**config.mk**
```make
export PLATFORM = sky130hd
export DESIGN_NAME = mnp_ctrl
export DESIGN_NICKNAME = d
export VERILOG_FILES = /design/src/rtl/mnp_pkg.sv /design/src/rtl/mnp_ctrl.sv
export SDC_FILE = /design/constraint.sdc
export NUM_CORES = 1
export LEC_CHECK = 0
export BUFFER_PORTS_ARGS = -buffer_cell sky130_fd_sc_hd__buf_2
export CAP_MARGIN = 10
export CORE_AREA = 4 4 41 43
export DETAILED_ROUTE_END_ITERATION = 16
export DIE_AREA = 0 0 45 47
export SLEW_MARGIN = 25
export SYNTH_ARGS = -nofsm -noshare
export SYNTH_HDL_FRONTEND = slang
export SYNTH_SLANG_ARGS = --single-unit
```
**constraint.sdc**
```tcl
create_clock -name clk -period 0.9 [get_ports clk]
set_clock_uncertainty 0.1 [all_clocks]
set_input_delay 0.045 -clock clk [delete_from_list [all_inputs] [get_ports clk]]
set_output_delay 0.045 -clock clk [all_outputs]
set_load 0.05 [all_outputs]
```
**src/rtl/mnp_pkg.sv**
```systemverilog
package mnp_pkg;

  localparam int KEY_SPACE = 4096;
  localparam int KEY_BITS  = $clog2(KEY_SPACE);
  localparam int KEY_W     = 12;
  localparam int POS_BITS  = 40;

  localparam int ENTRY_W     = 1 + 8 + POS_BITS;
  localparam int IN_FIELDS_W = 24 + POS_BITS;
  localparam int IN_TDATA_W  = ((IN_FIELDS_W + 7) / 8) * 8;
  localparam int OUT_FIELDS_W = 5 + 8 + 8 + 2 * POS_BITS;
  localparam int OUT_TDATA_W  = ((OUT_FIELDS_W + 7) / 8) * 8;
  localparam int OUT_PAD_W    = OUT_TDATA_W - OUT_FIELDS_W;

  localparam logic [7:0] STAT_NOTE_OFF  = 8'h80;
  localparam logic [7:0] STAT_NOTE_ON   = 8'h90;
  localparam logic [7:0] STAT_CTRL_CHG  = 8'hB0;
  localparam logic [7:0] STAT_CHAN_MASK = 8'h0F;
  localparam logic [7:0] STAT_TYPE_MASK = 8'hF0;
  localparam logic [7:0] STAT_SYSTEM    = 8'hF0;

  typedef enum logic [1:0] {
    RK_NOTE = 2'd0,
    RK_CC   = 2'd1,
    RK_DONE = 2'd2
  } rkind_t;

  typedef enum logic [1:0] {
    ST_CLEAR,
    ST_IDLE,
    ST_EVT,
    ST_SCAN
  } state_t;

  typedef enum logic [1:0] {
    CLS_DROP,
    CLS_CC,
    CLS_ON,
    CLS_OFF
  } cls_t;

  typedef enum logic [2:0] {
    EMIT_NONE,
    EMIT_CC,
    EMIT_NOTE,
    EMIT_FLUSH,
    EMIT_DONE
  } emit_t;

  typedef struct packed {
    logic  capture;
    logic  scan_next;
    logic  clr_step;
    logic  wr_on;
    logic  wr_free_evt;
    logic  wr_free_scan;
    emit_t emit;
  } mnp_cmd_t;

  typedef struct packed {
    logic in_flush;
    cls_t cls;
    logic hit;
    logic ptr_last;
    logic out_free;
  } mnp_stat_t;

endpackage

```
**src/rtl/mnp_ctrl.sv**
```systemverilog
module mnp_ctrl
  import mnp_pkg::*;
(
  input  logic      clk,
  input  logic      rst_n,
  input  logic      in_tvalid,
  output logic      in_tready,
  input  mnp_stat_t st,
  output mnp_cmd_t  cmd
);

  state_t state_r;
  state_t state_nxt;

  always_ff @(posedge clk) begin
    if (!rst_n) begin
      state_r <= ST_CLEAR;
    end else begin
      state_r <= state_nxt;
    end
  end

  always_comb begin
    state_nxt = state_r;
    in_tready = 1'b0;
    cmd       = '0;
    cmd.emit  = EMIT_NONE;
    unique case (state_r)
      ST_CLEAR: begin
        cmd.clr_step = 1'b1;
        if (st.ptr_last) begin
          state_nxt = ST_IDLE;
        end
      end
      ST_IDLE: begin
        in_tready = 1'b1;
        if (in_tvalid) begin
          cmd.capture = 1'b1;
          state_nxt   = st.in_flush ? ST_SCAN : ST_EVT;
        end
      end
      ST_EVT: begin
        unique case (st.cls)
          CLS_DROP: begin
            state_nxt = ST_IDLE;
          end
          CLS_CC: begin
            if (st.out_free) begin
              cmd.emit  = EMIT_CC;
              state_nxt = ST_IDLE;
            end
          end
          CLS_ON: begin
            cmd.wr_on = 1'b1;
            state_nxt = ST_IDLE;
          end
          CLS_OFF: begin
            if (!st.hit) begin
              state_nxt = ST_IDLE;
            end else if (st.out_free) begin
              cmd.emit        = EMIT_NOTE;
              cmd.wr_free_evt = 1'b1;
              state_nxt       = ST_IDLE;
            end
          end
          default: begin
            state_nxt = ST_IDLE;
          end
        endcase
      end
      ST_SCAN: begin
        priority if (st.hit) begin
          if (st.out_free) begin
            cmd.emit         = EMIT_FLUSH;
            cmd.wr_free_scan = 1'b1;
            state_nxt        = ST_IDLE;
          end
        end else if (st.ptr_last) begin
          if (st.out_free) begin
            cmd.emit  = EMIT_DONE;
            state_nxt = ST_IDLE;
          end
        end else begin
          cmd.scan_next = 1'b1;
        end
      end
      default: begin
        state_nxt = ST_CLEAR;
      end
    endcase
  end

  a_emit_has_room: assert property (@(posedge clk) disable iff (!rst_n)
    cmd.emit != EMIT_NONE |-> st.out_free)
    else $error("result issued while output register is full");

  a_capture_leaves_idle: assert property (@(posedge clk) disable iff (!rst_n)
    cmd.capture |=> state_r == ST_EVT || state_r == ST_SCAN)
    else $error("accepted beat not processed");

  a_no_write_in_idle: assert property (@(posedge clk) disable iff (!rst_n)
    state_r == ST_IDLE |-> !(cmd.wr_on || cmd.wr_free_evt || cmd.wr_free_scan))
    else $error("table write while idle");

endmodule

```
After elaboration in Yosys (flattened, before gate mapping). Cells that the tools add are included.

Bits in registers: 2. Latch bits: 0. Bits in writable memories: 0. Memory bits (read-only): 0. Output and inout port bits: 10. Memories kept: 0.

$add $sub $neg: 0. Multiply operators: 0. Divide/modulo/power cells: 0. $lt $le $gt $ge: 0. Equality and inequality tests: 9. Shifts and indexed selects: 0. Multiplexer cells: 32. Bitwise gates (word level): 0. Reduce and logical (&&, ||, !) cells: 4.

Operators by type and width (number): 2-bit two-way mux (9); 1-bit two-way mux (15); 3-bit two-way mux (3); 2-bit equality test (second input constant) (4); 2-bit one-hot mux with 4 select lines (1); 2-bit one-hot mux with 3 select lines (1); 3-bit one-hot mux with 2 select lines (1); 2-bit by 1-bit equality test with 1-bit output (second input constant) (2); 2-bit logical NOT (2); 4-bit two-way mux (1); 2-bit != test (second input constant) (2); 2-bit one-hot mux with 2 select lines (1); 3-bit != test (second input constant) (1); 3-bit AND reduction (1); 2-bit OR reduction (1).

Longest topological paths before layout.
Word-level depth: 4. Gate-level depth with buffers: 4. Gate-level depth less buffers: 3.

Worst setup path after synthesis. No wires, ideal clock.

Path kind: reg2out. From: reg state_r[0]. To: out cmd[1] in the netlist's numbering. Arrival: 1626 ps. Setup slack: -871 ps. Stages on the path, launching flop included: 4. Path through: dfxtp_1 -> buf_6 -> a21oi_1 -> nor3b_1.

RTL lines: from (decl) (line mnp_ctrl.sv:12) `state_t state_r;`; from (signal assigned) (line mnp_ctrl.sv:19) `state_r <= state_nxt;`; to (decl) (line mnp_ctrl.sv:9) `output mnp_cmd_t cmd`.

==> qor.csv <==
metric,value,unit
outcome,"finished, violations left",
violated checks,setup timing,
startpoint types,flop,
number of synthesized flops with an enable pin,0,
port bufs,18,
Hold EP,state_r[0]$_SDFFE_PN0P_,
Worst Tran Pin Value,246,ps
register bank with the most flops,state_r,
CP required,750,ps
#FFs+latches synth,2,
layout net count,74,
Avg WL per Cell,11.2,µm
DR vias/cell,4.50,
Pwr Density,976,mW/mm²
CTS Buf Count,3,
HPWL after detailed placement,611,µm
worst hold path type,in2reg,
CTS tree,yes,
core area,0.00130,mm²
grt peak-use layer,met2,
Die X,45,µm
Mean Syn Cell Area,6.92,µm²
Post-Synthesis Cell Area,221,µm²
Initial DRT Pass Iterations,4,
# IOs,19,
routability cong.,0.666,
hold path start,in_tvalid,
end of the worst register-to-register path,state_r[0]$_SDFFE_PN0P_,
setup TNS,-3620,ps
Layout area overhead,169,%
leading area contributor after synthesis,dfxtp_1,
Crit. End Element,output pin,
# placed instances,71,
vias after detailed routing,351,
post-layout util,0.459,
FF-to-FF setup slack,-280,ps
grt total ovfl,0,
FMAX,792,MHz
Max-cap violations,0,
peak supply drop,0.000629,V
crit path kind,reg2out,
sequential fraction of the synthesis area,0.181,
met2 Resource Use GR,0.161,
M3 GR Usage,0.0383,
setup violators final,12,
Starting Density,0.170,
Reg2Reg Depth,5,
FILL cells,132,
Final Max Slew Viols,0,
first-pass GRT wire length,1370,µm
Clock Path Buffers,2,
count of cell types in the netlist,19,
DRC Markers,0,
unrepaired setup endpoints after global routing,yes,
most common cell in the netlist,nor2_1,
worst hold stages,3,
Hold Fails Final Rpt,0,
top post-synthesis cells by area,"dfxtp_1, nor2_1, nor3_1, nand2_1, nor3b_1",
LEAKAGE,0.279,nW
max FFs per register,2,
later-pin clock latency in the skew report,230,ps
antenna-violating nets left,0,
worst reg2reg startpoint,state_r[1]$_SDFFE_PN0P_,
ant diodes,0,
yosys warns,0,
antenna violations before repair,0,
Mapped Nets,41,
layout cells sized above 1,0.778,
vias in the first global route,347,
crit path DAT,1120,ps
M1 GR Usage,0.0905,
commonest cells in the netlist,"nor2_1, nand2_1, nor3_1",
Post-Synthesis Cells,32,
clock slew at reported path FFs,40,ps
final WL,877,µm
num rows,13,
initial drt markers,1,
final worst setup slack,-362,ps
post-synthesis async set-or-reset flop share,0,
top-area cell type share of the netlist area,0.181,
Die Area,0.00212,mm²
Synth Flop Type,dfxtp_1,
CP Max Fanout,5,
final instance count without filler cells,78,
worst hold slack,54.1,ps
Final period util,1.40,
min cycle time layout,1260,ps
all-layer global routing usage,0.0938,
Clock Sinks,2,
die height,47,µm
Crit. Startpoint,state_r[1]$_SDFFE_PN0P_,
top flop regs,state_r (2),
Post-Place Setup Slack,-297,ps
Rel. slew slack,0.836,
root buffer cell,clkbuf_4,
H-tree depth,1,
largest net degree at the start of global routing,10,
-- cells by family (layout without fill, tap and decap cells) --
family,after synthesis,after routing,synth area share
simple gates,21,21,0.525
buf+inv,3,34,0.102
compound gates,6,6,0.192
flops,2,2,0.181
-- worst max-delay path, cell delays in order (launching register included) --
cell and delay (ps):
dfxtp_4 360, buf_6 130, nor2b_4 120, and2_4 150, buf_8 130
-- where the power goes --
part           switching, mW  internal, mW
sequential            0.0179        0.0953
combinational          0.139         0.124
clock                 0.0591         0.148
total                  0.216         0.367
-- placed cells by master, fill, tap and decap left out, types with 2 or more instances in the layout --
master	instances
buf_2	8
buf_4	10
buf_6	9
buf_8	2
clkbuf_4	3
dfxtp_4	2
nand2_1	2
nor2_2	2
nor2_4	3
nor3_4	2
-- cell type report --
cell class / instances / area, µm² / area share
repair buffers: 30 / 256 / 0.430
multi-input cells: 27 / 248 / 0.415
flip-flops and latches: 2 / 47.5 / 0.0797
clock buffers: 3 / 22.5 / 0.0377
well taps: 15 / 18.8 / 0.0314
inverters: 1 / 3.75 / 0.00629
-- per-stage QoR --
stage               power (mW)  cell area [µm²]
finish                   0.583              597
global route             0.634              597
CTS                      0.591              591
detailed placement       0.321              437
global placement         0.321              437
floorplan                0.246              287
-- how the worst max path moves through the flow --
| stage | end |
|---|---|
| final | cmd[8] |
| after global routing | cmd[0] |
| after CTS | cmd[0] |
| after detailed placement | cmd[2] |
| after global placement | cmd[2] |
| after floorplan | state_r[0]$_SDFFE_PN0P_ |
-- what timing repair did --
action,CTS,global route
endpoints found under the setup margin,12,12
resized for setup,30,4
buffers inserted,3,1
pin swaps,5,4
gates cloned,0,0
hold endpoints to repair,2,0
hold buffers,1,0
-- routing by layer --
layer	vias to the layer above	wire length, µm
met3	0	35
met4	0	0
met5	-	0
met1	167	345
li1	177	-
met2	7	496
Power figures use the tool's default switching activity.
